[src/hdl/ising_pkg.sv]
// ----------------------------------------------------------------------------
// ising_pkg
// Shared types and constants for the Ising Metropolis spin update block.
// ----------------------------------------------------------------------------
package ising_pkg;

   // field widths
   localparam int ROW_W      = 7;
   localparam int RND_W      = 32;
   localparam int THR_W      = 33;
   localparam int ABS_W      = 48;
   localparam int OUT_SUM_W  = 16;
   localparam int CSR_DATA_W = 64;
   localparam int CSR_ADDR_W = 5;

   // threshold register indexes (paddr[4:3])
   typedef enum logic [1:0] {
      REG_THR_M4 = 2'd0,
      REG_THR_M2 = 2'd1,
      REG_THR_P2 = 2'd2,
      REG_THR_P4 = 2'd3
   } reg_index_type;

   typedef struct packed {
      logic [THR_W-1:0] m4;
      logic [THR_W-1:0] m2;
      logic [THR_W-1:0] p2;
      logic [THR_W-1:0] p4;
   } thr_set_type;

   // lattice row read select
   typedef enum logic [1:0] {
      RD_UP  = 2'd0,
      RD_DN  = 2'd1,
      RD_MID = 2'd2
   } rd_sel_type;

   typedef enum logic [6:0] {
      S_IDLE   = 7'b0000001,
      S_SWEEP  = 7'b0000010,
      S_RD_UP  = 7'b0000100,
      S_RD_DN  = 7'b0001000,
      S_RD_MID = 7'b0010000,
      S_EVAL   = 7'b0100000,
      S_ACC    = 7'b1000000
   } state_type;

   typedef struct packed {
      logic       load;        // latch request word
      logic       rd_en;       // issue lattice row read
      rd_sel_type rd_sel;
      logic       cap_up;      // keep up-neighbor bit
      logic       cap_dn;      // keep down-neighbor bit
      logic       eval;        // decide flip, write row back
      logic       accum;       // abs total add, send result
      logic       sweep;       // zero one lattice row
      logic       clear_done;  // reset sums after sweep
      logic       report;      // send result for a clear word
   } dp_cmd_type;

   typedef struct packed {
      logic sweep_last;
   } dp_status_type;

endpackage

[src/hdl/ising_ctrl.sv]
// ----------------------------------------------------------------------------
// ising_ctrl
// Sequencer: lattice clearing sweep and the five-step Metropolis update.
// ----------------------------------------------------------------------------
module ising_ctrl (
   input  logic                      clock,
   input  logic                      reset,
   input  logic                      start,
   input  logic                      req_mode,
   input  ising_pkg::dp_status_type  status,
   output ising_pkg::dp_cmd_type     cmd,
   output logic                      busy
);
   import ising_pkg::*;

   state_type state_ff, state_in;
   logic      clr_item_ff, clr_item_in;

   always_comb begin
      state_in    = state_ff;
      clr_item_in = clr_item_ff;
      cmd         = '0;
      cmd.rd_sel  = RD_MID;
      unique case (state_ff)
         S_IDLE: begin
            if (start) begin
               cmd.load = 1'b1;
               if (req_mode) begin
                  state_in    = S_SWEEP;
                  clr_item_in = 1'b1;
               end else begin
                  state_in = S_RD_UP;
               end
            end
         end
         S_SWEEP: begin
            cmd.sweep = 1'b1;
            if (status.sweep_last) begin
               cmd.clear_done = 1'b1;
               cmd.report     = clr_item_ff;
               clr_item_in    = 1'b0;
               state_in       = S_IDLE;
            end
         end
         S_RD_UP: begin
            cmd.rd_en  = 1'b1;
            cmd.rd_sel = RD_UP;
            state_in   = S_RD_DN;
         end
         S_RD_DN: begin
            cmd.rd_en  = 1'b1;
            cmd.rd_sel = RD_DN;
            cmd.cap_up = 1'b1;
            state_in   = S_RD_MID;
         end
         S_RD_MID: begin
            cmd.rd_en  = 1'b1;
            cmd.rd_sel = RD_MID;
            cmd.cap_dn = 1'b1;
            state_in   = S_EVAL;
         end
         S_EVAL: begin
            cmd.eval = 1'b1;
            state_in = S_ACC;
         end
         S_ACC: begin
            cmd.accum = 1'b1;
            state_in  = S_IDLE;
         end
         default: begin
            state_in    = S_SWEEP;
            clr_item_in = 1'b0;
         end
      endcase
   end

   assign busy = (state_ff != S_IDLE);

   always_ff @(posedge clock) begin
      if (reset) begin
         state_ff    <= S_SWEEP;   // clear the lattice after reset
         clr_item_ff <= 1'b0;
      end else begin
         state_ff    <= state_in;
         clr_item_ff <= clr_item_in;
      end
   end

endmodule

[config.mk]
export PLATFORM = sky130hd
export DESIGN_NAME = ising_ctrl
export DESIGN_NICKNAME = d
export VERILOG_FILES = /design/src/hdl/ising_pkg.sv /design/src/hdl/ising_ctrl.sv
export SDC_FILE = /design/constraint.sdc
export NUM_CORES = 1
export LEC_CHECK = 0
export BUFFER_PORTS_ARGS = -buffer_cell sky130_fd_sc_hd__clkbuf_2
export CAP_MARGIN = 0
export CORE_AREA = 2 2 39 41
export DETAILED_ROUTE_END_ITERATION = 10
export DIE_AREA = 0 0 41 43
export PLACE_DENSITY = 0.72
export SYNTH_ARGS = -nofsm -noshare
export SYNTH_HDL_FRONTEND = slang
export SYNTH_SLANG_ARGS = --single-unit
export TNS_END_PERCENT = 50
[constraint.sdc]
create_clock -name clock -period 1.8 [get_ports clock]
set_input_delay 0.36 -clock clock [delete_from_list [all_inputs] [get_ports clock]]
set_output_delay 0.36 -clock clock [all_outputs]
set_load 0.1 [all_outputs]
After elaboration in Yosys (flattened, before gate mapping)
Index checks and enable logic that the tools add are counted.
- output and inout port bits: 12
- bits in registers: 8
- word-level logic and storage cells: 34
- equal/unequal tests: 11
- bitwise gates (word level): 1
- reduce and logical (&&, ||, !) cells: 3
- muxes and demuxes: 17
- operators with widths (cell ; count):
    $pmux W7 S7 ; 1
    $mux W7 ; 2
    $mux W1 ; 9
    $pmux W3 S3 ; 1
    $eq A7 B1 Y1 const B ; 1
    $eq A7 B2 Y1 const B ; 1
    $eq A7 B3 Y1 const B ; 1
    $eq A7 B4 Y1 const B ; 1
    $eq A7 B5 Y1 const B ; 1
    $eq A7 B6 Y1 const B ; 1
    $eq A7 B7 Y1 const B ; 1
    $ne A7 B1 Y1 const B ; 1
    $mux W3 ; 2
    $ne A2 B2 Y1 const B ; 3
    $reduce_or A5 Y1 ; 1
    $reduce_and A4 Y1 ; 1
    $pmux W1 S3 ; 1
    $mux W2 ; 1
    $reduce_and A2 Y1 ; 1
    $not A1 Y1 ; 1

Longest topological paths before layout
- depth after elaboration: 4
- mapped depth: 6
- depth with buffers taken out: 5

Worst setup path before layout
OpenSTA, ideal clock, no wires.
- path type: register to output
- start: register state_ff[0]
- end: output cmd[9] (netlist name)
- buffers on the path: 1
- cell stages (with the launch flop): 4
- arrival time: 3.618 ns
- slack: -2.178 ns
- data required time: 1.440 ns
- cell sequence: dfxtp_1 > or2_2 > clkbuf_1 > nor4_1
- RTL lines (element ; line ; text):
    from (decl) ; ising_ctrl.sv:16 ; state_type state_ff, state_in;
    from (signal assigned) ; ising_ctrl.sv:84 ; state_ff <= state_in;
    to (decl) ; ising_ctrl.sv:11 ; output ising_pkg::dp_cmd_type cmd,

==> flow_summary.ini <==
[outcome]
status = finished, violations left
violations = negative setup slack

[floorplanning]
initial_core_util = 0.389
fp.dieH_um = 43
ios = 17
coreArea_mm2 = 0.00138
num_rows = 14
die-width_um = 41
die_area_mm2 = 0.00176

[route]
drc = 0
drt_first_pass_iters = 4
drt_iter0_markers = 18
wl_per_cell_um = 12.9
vias = 646
routed_wl_um = 1510
via_per_inst = 5.52
ant_nets = 0

[worst_setup_path]
cp-start-kind = flip-flop
cp.required_ns = 1.44
arrival_ns = 1.72
crit_fanout = 4
worstSetupEndpointType = output pin
worstSetupPathType = reg2out

[global_route]
grt_pass1_wl_um = 2190
grtUsageTotal = 0.186
overflow = 0
antenna_found_initial = 0
top_usage_layer = met2
met3_usage = 0.0733
use_met2 = 0.278
grt_pass1_vias = 530
gr-usage-met1 = 0.210
grt_max_degree = 9

[placed_design]
placedCellCount = 110
port_buffers = 16
dpl_cell_area_um2 = 927
dpl.hpwl_um = 1040
place.gp.congestion = 0.828

[power]
switching_share = 0.444
pwr-share-seq = 0.208
combPwrFrac = 0.644
peakVddDrop_mv = 0.705
intPower_uw = 543
total_power_uw = 976
p_leak_uw = 0.000427
pwr_density_cell_mw_per_mm2 = 974
switching_power_uw = 433
power_frac_clock = 0.148

[yosys]
synth_area_um2 = 538
ys_types = 33
synth_warnings = 0
synth_top_flop_cell = dfxtp_1
ys_async_sr_fraction = 0
synth_edf_count = 0
synth-seq-area-share = 0.298
syn-num-nets = 74
ys_ff_latch = 8
netlist_instances = 69
avgSynthCellArea_um2 = 7.80

[cells_and_area]
final_util = 0.724
area_growth_pct = 86.3
antenna_cells = 0
mostFrequentLayoutCells = buf_4 (15), buf_12 (12), dfxtp_1 (7), nand2_1 (6)
drive_above_1_share = 0.495
final_nets = 108
layout.cells.non_filler = 117
final_area_mm2 = 0.00100
layout_commonest_cell = buf_4
fillers = 92

[timing]
tns_ns = -2.64
drv_slew = 0
fmax_mhz = 480
rsz0062_at_grt = yes
skew_ns = 0.00440
worst_pin_slew_ns = 0.464
finalHoldViolCount = 0
slew_headroom = 0.690
min_period_ns = 2.08
setup_ws_ns = -0.282
finalSetupViolCount = 12
period_share = 1.16

[clocking]
cts-root-buf = clkbuf_4
clk_pin_slew_ns = 0.06
numCtsBuffers = 3
htree_levels = 1
clkSinkCount = 8
cts_buffer_depth = 2
cts_tree = yes
clkLatencyLatePin_ns = 0.26
ctsHoldBuffers = 0

[min_path]
hold_path_class = in2reg

[flow_run]
max-cap-violations = 0
==> worst max-delay path, cell delays in order (launching register included) <==
cell	delay, ns
dfxtp_1	0.31
or3_4	0.41
nor3_4	0.14
and3b_4	0.23
and3_4	0.19
buf_12	0.17
==> power groups by stage <==
stage	clock network, uW	logic, uW	registers, uW
after global placement	0	567	205
after detailed placement	0	575	206
after CTS	148	599	203
after floorplan	0	352	212
final	145	629	203
after global routing	160	655	204
==> cells by family (layout without fill, tap and decap cells) <==
family                    after synthesis  in the layout  share of synthesized area
buffers and inverters                   6             38                     0.0628
and+or+nand+nor                        35             35                      0.402
AOI/OAI and AO/OA                      18             18                      0.205
DFF                                     8              8                      0.298
xor gates and xnor gates                2              2                     0.0326
==> cell usage after synthesis, types with 2 or more instances <==
cell	number	area [um^2]
a21oi_1	5	25.0
and3_2	2	15.0
dfxtp_1	8	160
inv_1	3	11.3
nand2_1	7	26.3
nand2b_1	3	18.8
nor2_1	4	15.0
nor2b_1	3	18.8
nor3_1	3	15.0
nor4_1	2	12.5
o21ai_0	6	30.0
or2_2	2	12.5
==> flip-flops by register name, indices dropped and copies added, names as in the netlist <==
register / count
clr_item_ff: 1
state_ff: 7
==> metrics by stage <==
step	hold WS [ns]	setup slack [ns]
final	0.366	-0.282
after global routing	0.363	-0.342
after CTS	0.361	-0.276
after detailed placement	0.549	0.0137
after global placement	0.535	0.0375
after floorplan	0.460	-0.423
==> per-layer routing <==
metal | vias up | part of all wire
met2 | 24 | 0.47
met1 | 305 | 0.44
met3 | 8 | 0.048
met5 | - | 0
met4 | 0 | 0.039
li1 | 309 | -
==> worst paths after layout <==
check,start,to,slack (ns),depth (start not counted)
worst max-delay path,state_ff[2]$_SDFFE_PP0P_,cmd[0],-0.28,5
worst min-delay path,reset,clr_item_ff$_SDFFE_PP0P_,0.37,2
worst max register to register,state_ff[2]$_SDFFE_PP0P_,clr_item_ff$_SDFFE_PP0P_,0.10,8
worst min register to register,clr_item_ff$_SDFFE_PP0P_,clr_item_ff$_SDFFE_PP0P_,0.56,3
==> what timing repair did <==
item,in CTS,in global routing
endpoints found under the setup margin,12,17
gates resized for setup,4,4
setup buffers,2,2
pin swaps,1,2
==> layout make-up <==
cell class	count	area (um^2)	share of cell area
clock buffers	3	22.5	0.0225
repair buffers	32	384	0.383
multi-input cells	55	403	0.402
flip-flops and latches	8	161	0.161
inverters	3	11.3	0.0112
well taps	16	20.0	0.0200
(Power assumes the default switching activity.)
