### src/hdl/ising_pkg.sv
// ----------------------------------------------------------------------------
// ising_pkg
// Shared types and constants for the Ising Metropolis spin update block.
// ----------------------------------------------------------------------------
package ising_pkg;

   // field widths
   localparam int ROW_W      = 7;
   localparam int RND_W      = 32;
   localparam int THR_W      = 33;
   localparam int ABS_W      = 48;
   localparam int OUT_SUM_W  = 16;
   localparam int CSR_DATA_W = 64;
   localparam int CSR_ADDR_W = 5;

   // threshold register indexes (paddr[4:3])
   typedef enum logic [1:0] {
      REG_THR_M4 = 2'd0,
      REG_THR_M2 = 2'd1,
      REG_THR_P2 = 2'd2,
      REG_THR_P4 = 2'd3
   } reg_index_type;

   typedef struct packed {
      logic [THR_W-1:0] m4;
      logic [THR_W-1:0] m2;
      logic [THR_W-1:0] p2;
      logic [THR_W-1:0] p4;
   } thr_set_type;

   // lattice row read select
   typedef enum logic [1:0] {
      RD_UP  = 2'd0,
      RD_DN  = 2'd1,
      RD_MID = 2'd2
   } rd_sel_type;

   typedef enum logic [6:0] {
      S_IDLE   = 7'b0000001,
      S_SWEEP  = 7'b0000010,
      S_RD_UP  = 7'b0000100,
      S_RD_DN  = 7'b0001000,
      S_RD_MID = 7'b0010000,
      S_EVAL   = 7'b0100000,
      S_ACC    = 7'b1000000
   } state_type;

   typedef struct packed {
      logic       load;        // latch request word
      logic       rd_en;       // issue lattice row read
      rd_sel_type rd_sel;
      logic       cap_up;      // keep up-neighbor bit
      logic       cap_dn;      // keep down-neighbor bit
      logic       eval;        // decide flip, write row back
      logic       accum;       // abs total add, send result
      logic       sweep;       // zero one lattice row
      logic       clear_done;  // reset sums after sweep
      logic       report;      // send result for a clear word
   } dp_cmd_type;

   typedef struct packed {
      logic sweep_last;
   } dp_status_type;

endpackage

### src/hdl/ising_csr.sv
// ----------------------------------------------------------------------------
// ising_csr
// APB-style register file holding the four acceptance thresholds.
// ----------------------------------------------------------------------------
module ising_csr (
   input  logic                              clock,
   input  logic                              reset,
   input  logic                              psel,
   input  logic                              penable,
   input  logic                              pwrite,
   input  logic [ising_pkg::CSR_ADDR_W-1:0]  paddr,
   input  logic [ising_pkg::CSR_DATA_W-1:0]  pwdata,
   output logic [ising_pkg::CSR_DATA_W-1:0]  prdata,
   output logic                              pready,
   output ising_pkg::thr_set_type            thr
);
   import ising_pkg::*;

   localparam logic [THR_W-1:0] THR_RESET = {1'b1, {(THR_W-1){1'b0}}};

   thr_set_type   thr_ff, thr_in;
   reg_index_type idx;
   logic          wr_en;
   logic [THR_W-1:0] rd_val;

   assign idx    = reg_index_type'(paddr[4:3]);
   assign wr_en  = psel && penable && pwrite;
   assign pready = 1'b1;

   always_comb begin
      thr_in = thr_ff;
      if (wr_en) begin
         unique case (idx)
            REG_THR_M4: thr_in.m4 = pwdata[THR_W-1:0];
            REG_THR_M2: thr_in.m2 = pwdata[THR_W-1:0];
            REG_THR_P2: thr_in.p2 = pwdata[THR_W-1:0];
            REG_THR_P4: thr_in.p4 = pwdata[THR_W-1:0];
            default:    thr_in = thr_ff;
         endcase
      end
   end

   always_comb begin
      unique case (idx)
         REG_THR_M4: rd_val = thr_ff.m4;
         REG_THR_M2: rd_val = thr_ff.m2;
         REG_THR_P2: rd_val = thr_ff.p2;
         REG_THR_P4: rd_val = thr_ff.p4;
         default:    rd_val = '0;
      endcase
   end

   assign prdata = CSR_DATA_W'(rd_val);
   assign thr    = thr_ff;

   always_ff @(posedge clock) begin
      if (reset) begin
         thr_ff <= '{THR_RESET, THR_RESET, THR_RESET, THR_RESET};
      end else begin
         thr_ff <= thr_in;
      end
   end

endmodule

### config.mk
export PLATFORM = sky130hd
export DESIGN_NAME = ising_csr
export DESIGN_NICKNAME = d
export VERILOG_FILES = /design/src/hdl/ising_pkg.sv /design/src/hdl/ising_csr.sv
export SDC_FILE = /design/constraint.sdc
export NUM_CORES = 1
export LEC_CHECK = 0
export ABC_CLOCK_PERIOD_IN_PS = 1000
export BUFFER_PORTS_ARGS = -buffer_cell sky130_fd_sc_hd__buf_2
export CELL_PAD_IN_SITES_DETAIL_PLACEMENT = 0
export CELL_PAD_IN_SITES_GLOBAL_PLACEMENT = 1
export CORE_MARGIN = 3
export CORE_UTILIZATION = 34
export CTS_BUF_LIST = sky130_fd_sc_hd__clkbuf_2 sky130_fd_sc_hd__clkbuf_4 sky130_fd_sc_hd__clkbuf_8
export DETAILED_ROUTE_END_ITERATION = 8
export PLACE_DENSITY = 0.81
export SKIP_LAST_GASP = 1
export SLEW_MARGIN = 20
export SYNTH_ARGS = -nofsm -noshare
export SYNTH_HDL_FRONTEND = slang
export SYNTH_SLANG_ARGS = --single-unit
export TNS_END_PERCENT = 30
### constraint.sdc
create_clock -name clock -period 1 [get_ports clock]
set_input_delay 0.1 -clock clock [delete_from_list [all_inputs] [get_ports clock]]
set_output_delay 0.1 -clock clock [all_outputs]
set_load 0.01 [all_outputs]
* Word-level counts from Yosys, hierarchy flattened
Index checks and enable logic that the tools add are counted.
Storage, ports and cells: bits in registers 132, input port bits 74, word-level logic and storage cells 15
Cells by class: equality and inequality tests 3, mux-type cells 1, reduce and logical (&&, ||, !) cells 7
Operators with widths (number):
- $pmux W33 S4 | 1
- $reduce_and A2 Y1 | 4
- $eq A2 B2 Y1 const B | 2
- $eq A2 B1 Y1 const B | 1
- $logic_and A1 B1 Y1 | 2
- $logic_not A2 Y1 | 1

* Longest topological paths before layout
Gate-level depths: netlist (run 1).
word-level depth 3, depth in mapped cells 5

* Worst setup path after synthesis (run 1)
Ideal clock, no wire load.
path type in2out, start point input paddr[3] (netlist name), end point output prdata[13] (netlist name), data arrival time 952 ps, slack -52 ps, stages 3, path buffers 2, cells stage by stage buf_6 > buf_6 > mux4_2
Between the ends: cells in the longest elaborated chain, start to end 2, elaborated cells between the ends (all ways) 5
Ends and longest elaborated chain:
- start: declaration | RTL line ising_csr.sv:11 | input logic [ising_pkg::CSR_ADDR_W-1:0] paddr,
- $eq A2 B2 Y1, or another cell as far along | RTL line ising_csr.sv:44 | unique case (idx)
- $pmux W33 S4 * | RTL line ising_csr.sv:44
- end: declaration | RTL line ising_csr.sv:13 | output logic [ising_pkg::CSR_DATA_W-1:0] prdata,
Every way passes the cells marked *; elsewhere a longest branch is shown, timed or not.

* Worst setup path in the final report (run 1)
start point register thr_ff, in the netlist thr[3], end point output prdata[3] (netlist name)
Between the ends: cells in the longest elaborated chain, start to end 1
Ends and longest elaborated chain:
- start: declaration | RTL line ising_csr.sv:21 | thr_set_type thr_ff, thr_in;
- start signal: assignment | RTL line ising_csr.sv:58 | thr_ff <= '{THR_RESET, THR_RESET, THR_RESET, THR_RESET};
- start signal: assignment | RTL line ising_csr.sv:60 | thr_ff <= thr_in;
- $pmux W33 S4 | RTL line ising_csr.sv:44
Every way passes these cells.

==> results of run 1 <==
-- final cells by class --
| class | instances | area, um2 | area share (%) |
|---|---|---|---|
| clock buffers | 20 | 275 | 2.76 |
| multi-input cells | 370 | 3300 | 33.1 |
| flip-flops and latches | 132 | 2720 | 27.2 |
| repair buffers | 405 | 3270 | 32.8 |
| well taps | 229 | 287 | 2.87 |
| clock inverters | 12 | 129 | 1.29 |
| diodes | 1 | 2.50 | 0.0251 |
-- critical path: cells and delay by family, from the launching register on --
kind / cells / cell delay (ps)
buf+inv: 1 / 150
flops: 1 / 330
mux: 1 / 490
-- where the power goes --
group	internal, W	switching (W)
Combinational	0.000691	0.000579
Clock	0.00241	0.00218
Sequential	0.00532	0.0000381
Total	0.00843	0.00280
-- worst paths after layout --
| kind | endpoint | slack, ps |
|---|---|---|
| hold / removal | thr[86] | 40 |
| setup / recovery | prdata[3] | -510 |
| setup reg to reg | thr[122] | 60 |
| hold reg to reg | thr[103] | 490 |
-- what timing repair did --
action	4_1_cts	5_1_grt
endpoints found under the hold margin	94	0
gates cloned	0	0
gates resized for setup	78	77
hold buffers	31	0
setup buffers	10	18
setup endpoints to repair	165	165
pin swaps	0	0
-- placed cells by master, fill, tap and decap left out, types with 2 or more instances in the layout --
master         count
buf_12            14
buf_2            144
buf_4            126
buf_6             90
bufinv_16          2
clkbuf_8          20
clkinv_2           4
clkinv_4           2
clkinvlp_4         3
conb_1            32
dfxtp_1           73
dfxtp_2           59
dlygate4sd3_1     31
mux2i_1          132
mux4_2            33
nand2b_1         160
nand3_2            2
nor2_1             5
-- kinds of logic after synthesis --
group | count (synthesis) | synth area share (%)
buffers and inverters | 71 | 7.72
DFF | 132 | 41.8
muxes | 165 | 32.7
other | 2 | 0.119
and+or+nand+nor | 173 | 17.6
-- stage by stage --
stage	utilization (%)	power [W]	setup slack (ps)	cell area (um2)	hold WS, ps
after floorplan	-	0.00620	-19.7	6440	291
after global placement	47.1	0.00658	-229	8520	410
after detailed placement	47.1	0.00658	-253	8520	419
after CTS	53.0	0.0113	-542	9580	3.25
after global routing	55.2	0.0117	-556	9980	28.7
final	55.2	0.0112	-510	9980	40.1
-- per-layer routing --
metal	GRT usage, %	vias up	share of wire (%)	routed length (um)
li1	-	2578	-	-
met1	22.7	2510	44	7970
met2	29.2	178	49	8810
met3	4.54	16	6.0	1080
met4	4.80	0	1.1	194
met5	0	-	0	0
==> out/results.ini, run 1 <==
[yosys]
synth_enable_flop_cells = 0
synth_top_cell_area_share_pct = 41.8
syn_area_mm2 = 0.00632
synth-async-reset-ratio_pct = 0
yosys-top-cells-count = 160 x nand2b_1, 132 x dfxtp_1, 132 x mux2i_1, 41 x buf_4, 33 x mux4_2
synth-seq-area-share_pct = 41.8
synthTopCellsByArea = dfxtp_1 42%, mux2i_1 21%, nand2b_1 16%, mux4_2 12%, buf_4 4.9%
synthFlopType = dfxtp_1
yosysUniqueCellTypes = 17
postSynthRegisterBits = 132
ys_warn_count = 0
synth.avg_cell_area_um2 = 11.6
synth_most_common_cell = nand2b_1
synth_top_cell_by_area = dfxtp_1
syn_inst = 543

[clocking]
h-tree-depth = 4
clockBufferDepth = 2
root_buffer = clkbuf_8
clk_pin_slew_ps = 80
cts_buffers = 17
clk_latency_ps = 440
cts_tree = yes
cts.sinks = 132

[final_layout]
stdcell_count = 1169
largest_reg_flops = 132
nets = 1000
fillers = 1559
drive_gt1_share_pct = 53.8
area_growth_pct = 58.0

[placement]
dp_cells = 1080
gp_congestion = 0.762
dp_hpwl_um = 12200
io_buffers = 204

[timing]
finClkSkew_ps = 0
worst_slack_ps = -510
finalMaxSlewViolations = 0
setup_viol = 165
finalCriticalPeriod_ps = 1510
fmax_mhz = 662
rsz0062_at_grt = true
fin_crit_sh_pct = 151
tns_ps = -30030
hold_violations = 0

[routing]
drt_pass1_iterations = 4
via_count = 5282
wl_per_cell_um = 15.4
viasPerCell = 4.52
drtIter0Drc = 135
ant_nets = 0
routed_wl_um = 18100
drc = 0

[critical_path]
slowest_stage = mux4_2
slowest_delay_ps = 490
worstPathMaxFanout = 2
start_kind = register
path_cells = mux4_2 > buf_6
cp-startpoint = thr[3]
r2r-start = thr[122]
critPathKind = reg -> out
crit_path_end_kind = primary output
crit_arrival_ps = 1410
crit_required_ps = 900
r2r_cells = 5

[floorplanning]
die_h_um = 142
rows = 49
pin_count = 271
start_util_pct = 34.9
fp.coreArea_mm2 = 0.0181
die_area_mm2 = 0.0203
die_w_um = 142

[run_status]
violations = setup timing
status = complete, but fails checks

[hold_path]
hp-class = in -> reg
min-delay-start = pwdata[20]
whs_path_depth = 3

[flow_run]
max_cap_violations = 0

[power_and_ir_drop]
p_leak_nw = 5.15
p_per_area_mw_per_mm2 = 1120
peakVddDrop_mv = 0.682

[global_route]
grt_pass1_wl_um = 28300
antenna_found_initial = 1
first_global_vias = 5347
grt_usage_pct = 17.5
grt_max_degree = 68
overflow = 0

Note: power is estimated with default switching activity, not from simulation.
==> inputs of run 2 (changes only) <==
--- a/config.mk
+++ b/config.mk
@@ -5,15 +5,15 @@
 export SDC_FILE = /design/constraint.sdc
 export NUM_CORES = 1
 export LEC_CHECK = 0
-export ABC_CLOCK_PERIOD_IN_PS = 1000
+export ABC_CLOCK_PERIOD_IN_PS = 1800
 export BUFFER_PORTS_ARGS = -buffer_cell sky130_fd_sc_hd__buf_2
 export CELL_PAD_IN_SITES_DETAIL_PLACEMENT = 0
 export CELL_PAD_IN_SITES_GLOBAL_PLACEMENT = 1
 export CORE_MARGIN = 3
-export CORE_UTILIZATION = 34
+export CORE_UTILIZATION = 40
 export CTS_BUF_LIST = sky130_fd_sc_hd__clkbuf_2 sky130_fd_sc_hd__clkbuf_4 sky130_fd_sc_hd__clkbuf_8
 export DETAILED_ROUTE_END_ITERATION = 8
-export PLACE_DENSITY = 0.81
+export PLACE_DENSITY = 0.9
 export SKIP_LAST_GASP = 1
 export SLEW_MARGIN = 20
 export SYNTH_ARGS = -nofsm -noshare
==> constraint.sdc (replaced) <==
create_clock -name clock -period 1.8 [get_ports clock]
set_input_delay 0.18 -clock clock [delete_from_list [all_inputs] [get_ports clock]]
set_output_delay 0.18 -clock clock [all_outputs]
set_load 0.01 [all_outputs]
==> run 2 against run 1 <==
  * The flow now finishes without violations
  * Clock power is 41% lower
  * Hold slack got worse by 4.5 ps
  * Die area fell by 14%
  * Utilization down 4.2 points
  * Clock-buffer cell count is 2 lower
  * Clock skew stayed put
  * Combinational power fell by 61%
  * Final cell count is 18% lower
  * Worst setup slack better by 710 ps
  * First-iteration DRC count increased by 5.9%
  * Via count is 14% lower
  * Critical endpoint is now prdata[5]
  * Highest routed layer unchanged
==> out/results.ini, run 2 (same netlist as run 1, synthesis figures left out) <==
[clocking]
root_buffer = clkbuf_8
cts_resized = 0  ; -100%
cts.sinks = 132  ; unchanged
clk_latency_ps = 440  ; about the same
ctsHoldBuffers = 0  ; -100%
cts_setup_buffers = 0  ; -10
clockBufferDepth = 2  ; unchanged
cts_buffers = 17  ; unchanged
cts_tree = yes
h-tree-depth = 4  ; unchanged
clk_pin_slew_ps = 70  ; about the same

[timing]
finalCriticalPeriod_ps = 1600
finClkSkew_ps = 0  ; unchanged
hold_violations = 0  ; unchanged
fin_crit_sh_pct = 88.8
worst_slack_ps = 201  ; +711 ps
finalMaxSlewViolations = 0  ; unchanged
worst_pin_slew_ps = 533
slew_headroom_pct = 64.5
setup_viol = 0  ; -100%
tns_ps = 0  ; +30030 ps
rsz0062_at_grt = false
fmax_mhz = 625
whs_ps = 35.6  ; -4.51 ps

[global_route]
first_global_vias = 4823  ; -9.8%
antenna_found_initial = 0  ; -1
grt_max_degree = 76  ; +12%
grt_pass1_wl_um = 25200  ; -11%
grt_usage_pct = 18.0  ; +0.47 points
overflow = 0  ; unchanged

[floorplanning]
die_w_um = 132  ; -7.5%
fp.coreArea_mm2 = 0.0153  ; -15%
pin_count = 271  ; unchanged
die_h_um = 132  ; -7.5%
rows = 45  ; -8.2%
die_area_mm2 = 0.0173  ; -14%
start_util_pct = 41.3  ; +6.3 points

[critical_path]
r2r_cells = 2  ; -3
start_kind = register
reg2reg_to = thr[71]
crit_path_end_kind = primary output
slowest_delay_ps = 470  ; -20 ps
r2r_slack_ps = 1100  ; +1040 ps
critPathKind = reg -> out
crit_arrival_ps = 1420  ; about the same
r2r-start = thr[71]
crit_required_ps = 1620  ; +720 ps
worstPathMaxFanout = 3  ; +1
slowest_stage = mux4_2
path_cells = mux4_2 > buf_2
path_buf_inv = 1  ; unchanged
path_delay_family = multiplexers

[flow_run]
max_cap_violations = 0  ; unchanged

[final_layout]
mostFrequentLayoutCell = buf_2
largest_reg_flops = 132  ; unchanged
n_antenna_cell = 0  ; -1
nets = 809  ; -19%
fillers = 1394  ; -11%
mostFrequentLayoutCells = 203 x buf_2, 160 x nand2b_1, 132 x mux2i_1, 132 x dfxtp_1, 33 x mux4_2
drive_gt1_share_pct = 38.2  ; -16 points
area_growth_pct = 23.6

[power_and_ir_drop]
peakVddDrop_mv = 0.362  ; -47%
p_per_area_mw_per_mm2 = 791  ; -30%
p_leak_nw = 4.04  ; -21%

[routing]
drc = 0  ; unchanged
viasPerCell = 4.75  ; +5.1%
drt_pass1_iterations = 4  ; unchanged
wl_per_cell_um = 16.2  ; +4.9%
drtIter0Drc = 143  ; +5.9%
ant_nets = 0  ; unchanged
routed_wl_um = 15500  ; -14%
via_count = 4556  ; -14%

[hold_path]
whs_endpoint = thr[32]
hp-class = in -> reg
min-delay-start = pwdata[32]
whs_path_depth = 3  ; unchanged

[placement]
dp_hpwl_um = 10700  ; -12%
io_buffers = 204  ; unchanged
pre_cts_ws_ps = 274  ; +526 ps
gp_congestion = 0.775  ; +1.6%

[run_status]
status = finished, final reports clean

-- run 2: cell count changes in the layout (fill, tap and decap cells not counted), sizes merged --
cell	delta
dlygate4sd3	-31
clkinv	+2
buf	-160
clkbuf	-2
bufinv	+2
inv	-1
clkinvlp	-1
diode	-1
-- run 2: area by class of cell --
| cell class | count | area (um2) | area share, % |
|---|---|---|---|
| Multi-Input combinational cell | 370 | 3300 | 42.3 |
| Sequential cell | 132 | 2640 | 33.8 |
| Timing Repair Buffer | 214 | 1170 | 15.0 |
| Tap cell | 211 | 264 | 3.38 |
| Clock buffer | 18 | 241 | 3.09 |
| Clock inverter | 14 | 186 | 2.39 |
-- run 2: metal layers --
metal  vias to the layer above  share of wire, %  track usage [%]
met5                         -                 0                0
met4                         0               1.4             5.72
met3                        20               6.4             5.55
met2                       164                48             29.9
met1                      2194                44             22.4
li1                       2178                 -                -
-- run 2: metrics by stage --
| stage | total power (W) | instance area, um2 | std cells | utilization (%) |
|---|---|---|---|---|
| after floorplan | 0.00344 | 6430 | 573 | - |
| after global placement | 0.00354 | 7380 | 927 | 48.2 |
| after detailed placement | 0.00355 | 7380 | 927 | 48.2 |
| after CTS | 0.00626 | 7810 | 959 | 51.0 |
| after global routing | 0.00643 | 7810 | 959 | 51.0 |
| final | 0.00618 | 7810 | 959 | 51.0 |
-- run 2: worst max-delay path by stage --
stage | from | to | slack, ps | cells past startpoint
after global routing | thr[22] | prdata[22] | 120 | 2
after detailed placement | paddr[3] | thr[77] | 270 | 4
after global placement | paddr[3] | prdata[6] | 330 | 4
after floorplan | paddr[3] | prdata[13] | 590 | 3
final | thr[5] | prdata[5] | 200 | 2
after CTS | thr[5] | prdata[5] | 160 | 2
-- run 2: report_power, final --
| group | internal [W] | switching, W |
|---|---|---|
| Sequential | 0.00296 | 0.0000302 |
| Clock | 0.00151 | 0.00118 |
| Combinational | 0.000229 | 0.000266 |
-- run 2: worst register-to-register path, cell delays in order (launching register included) --
cell and delay (ps):
dfxtp_1 410, nand2b_1 80, mux2i_1 130
==> inputs of run 3 (changes only) <==
--- a/config.mk
+++ b/config.mk
@@ -10,10 +10,10 @@
 export CELL_PAD_IN_SITES_DETAIL_PLACEMENT = 0
 export CELL_PAD_IN_SITES_GLOBAL_PLACEMENT = 1
 export CORE_MARGIN = 3
-export CORE_UTILIZATION = 40
+export CORE_UTILIZATION = 25
 export CTS_BUF_LIST = sky130_fd_sc_hd__clkbuf_2 sky130_fd_sc_hd__clkbuf_4 sky130_fd_sc_hd__clkbuf_8
 export DETAILED_ROUTE_END_ITERATION = 8
-export PLACE_DENSITY = 0.9
+export PLACE_DENSITY = 0.61
 export SKIP_LAST_GASP = 1
 export SLEW_MARGIN = 20
 export SYNTH_ARGS = -nofsm -noshare
==> run 3 against run 2 <==
  * Final area grew 3.0%
  * Maximum frequency is 0.80% higher
  * Register-to-register slack improved by 60 ps
  * Clock skew did not move
  * Largest cell class unchanged
  * Final cell count grew 13%
==> out/results.ini, run 3 (same netlist as run 1, synthesis figures left out) <==
[timing]
fin_crit_sh_pct = 88.1  ; -0.71 points
hold_violations = 0  ; unchanged
fmax_mhz = 630  ; +0.80%
finalCriticalPeriod_ps = 1590  ; -12.7 ps
setup_viol = 0  ; unchanged
finClkSkew_ps = 0  ; unchanged
finalMaxSlewViolations = 0  ; unchanged
rsz0062_at_grt = false
tns_ps = 0  ; unchanged

[final_layout]
mostFrequentLayoutCells = 203 x buf_2, 160 x nand2b_1, 132 x mux2i_1, 132 x dfxtp_1, 33 x mux4_2
drive_gt1_share_pct = 38.9  ; +0.65 points
mostFrequentLayoutCell = buf_2
area_growth_pct = 27.3
nets = 817  ; +0.99%
final_util_pct = 32.7  ; -18 points
largest_reg_flops = 132  ; unchanged

[global_route]
overflow = 0  ; unchanged
antenna_found_initial = 0  ; unchanged
grt_pass1_wl_um = 26600  ; +5.6%
grt_usage_pct = 12.7  ; -5.3 points
first_global_vias = 4529  ; -6.1%
grt_max_degree = 76  ; unchanged

[routing]
drtIter0Drc = 181  ; +27%
drt_pass1_iterations = 4  ; unchanged
ant_nets = 0  ; unchanged
drc = 0  ; unchanged
via_count = 4569  ; +0.29%
viasPerCell = 4.23  ; -11%
wl_per_cell_um = 15.9  ; -1.9%
routed_wl_um = 17200  ; +11%

[floorplanning]
start_util_pct = 25.7  ; -16 points
pin_count = 271  ; unchanged
die_h_um = 165  ; +25%
die_w_um = 165  ; +25%
rows = 57  ; +27%
die_area_mm2 = 0.0272  ; +57%
fp.coreArea_mm2 = 0.0246  ; +61%

[hold_path]
whs_endpoint = thr[32]
whs_path_depth = 3  ; unchanged
hp-class = in -> reg
min-delay-start = pwdata[32]

[clocking]
cts.sinks = 132  ; unchanged
clk_latency_ps = 430  ; about the same
cts_setup_buffers = 0  ; unchanged
clockBufferDepth = 2  ; unchanged
cts_resized = 0  ; unchanged
cts_tree = yes
clk_pin_slew_ps = 80  ; about the same
ctsHoldBuffers = 0  ; unchanged
h-tree-depth = 4  ; unchanged
cts_buffers = 17  ; unchanged
root_buffer = clkbuf_8

[flow_run]
max_cap_violations = 0  ; unchanged

[critical_path]
crit_arrival_ps = 1410  ; about the same
crit_required_ps = 1620  ; about the same
crit_path_end_kind = primary output
cp-startpoint = thr[24]
r2r_slack_ps = 1160  ; +60 ps
path_delay_family = multiplexers
reg2reg_to = thr[53]
slowest_stage = mux4_2
path_cells = mux4_2 > buf_2
critPathKind = reg -> out
r2r-start = thr[53]
start_kind = register
path_buf_inv = 1  ; unchanged
r2r_cells = 2  ; unchanged
worstPathMaxFanout = 3  ; unchanged
slowest_delay_ps = 480  ; about the same

[run_status]
status = finished, final reports clean

[power_and_ir_drop]
peakVddDrop_mv = 0.354  ; -2.3%
p_per_area_mw_per_mm2 = 769  ; -2.8%
power_w = 0.00618  ; +0.12%
p_leak_nw = 4.09  ; +1.1%

[placement]
io_buffers = 204  ; unchanged
gp_congestion = 0.691  ; -11%
dp_hpwl_um = 12100  ; +13%

==> run 3: cell count changes in the layout (fill, tap and decap cells not counted) <==
cell	previous run	this run
buf_4	5	10
buf_12	6	9
clkinv_2	5	2
inv_6	0	3
bufinv_16	4	3
clkbuf_4	1	0
clkbuf_8	17	18
clkinvlp_4	2	3
diode_2	0	1
==> run 3: final cells by class <==
type / count / area, um2
clock buffer: 18 / 248
clock inverter: 14 / 175
tap: 324 / 405
fill: 2527 / 16600
sequential: 132 / 2640
antenna: 1 / 2.50
multi-input combinational: 370 / 3300
timing repair buffer: 222 / 1270
==> run 3: worst reg2reg max path, delay by kind of cell, from the launching register on <==
| kind | cells | cell delay [ps] |
|---|---|---|
| flip-flops | 1 | 380 |
| multiplexers | 1 | 120 |
| AND/OR/NAND/NOR | 1 | 70 |
==> run 3: how the worst max path moves through the flow <==
stage | endpoint | slack [ps] | cells past startpoint
2_1_floorplan | prdata[13] | 590 | 3
3_3_place_gp | prdata[17] | 300 | 4
3_5_place_dp | prdata[17] | 310 | 4
4_1_cts | prdata[24] | 160 | 2
5_1_grt | prdata[3] | 130 | 2
6_report | prdata[24] | 210 | 2
==> run 3: through the flow <==
stage               instance area [um2]  std cells  hold WS (ps)  setup slack (ps)
finish                             8040       1081          59.2               214
global route                       8040       1080          56.8               132
CTS                                8040       1080          15.4               165
detailed placement                 7620       1048           477               310
global placement                   7620       1048           473               300
floorplan                          6430        573           371               588
==> run 3: power by group <==
part	internal (W)	switching [W]	total, W	leakage (nW)
sequential	0.00296	0.0000304	0.00299	1.07
combinational	0.000242	0.000277	0.000519	2.82
clock	0.00142	0.00126	0.00268	0.206
total	0.00462	0.00156	0.00618	4.09
==> run 3: routing by layer <==
metal	track usage [%]	wire [um]
met1	16.8	7960
met2	19.5	7700
met3	5.12	1420
met4	2.67	107
met5	0	0
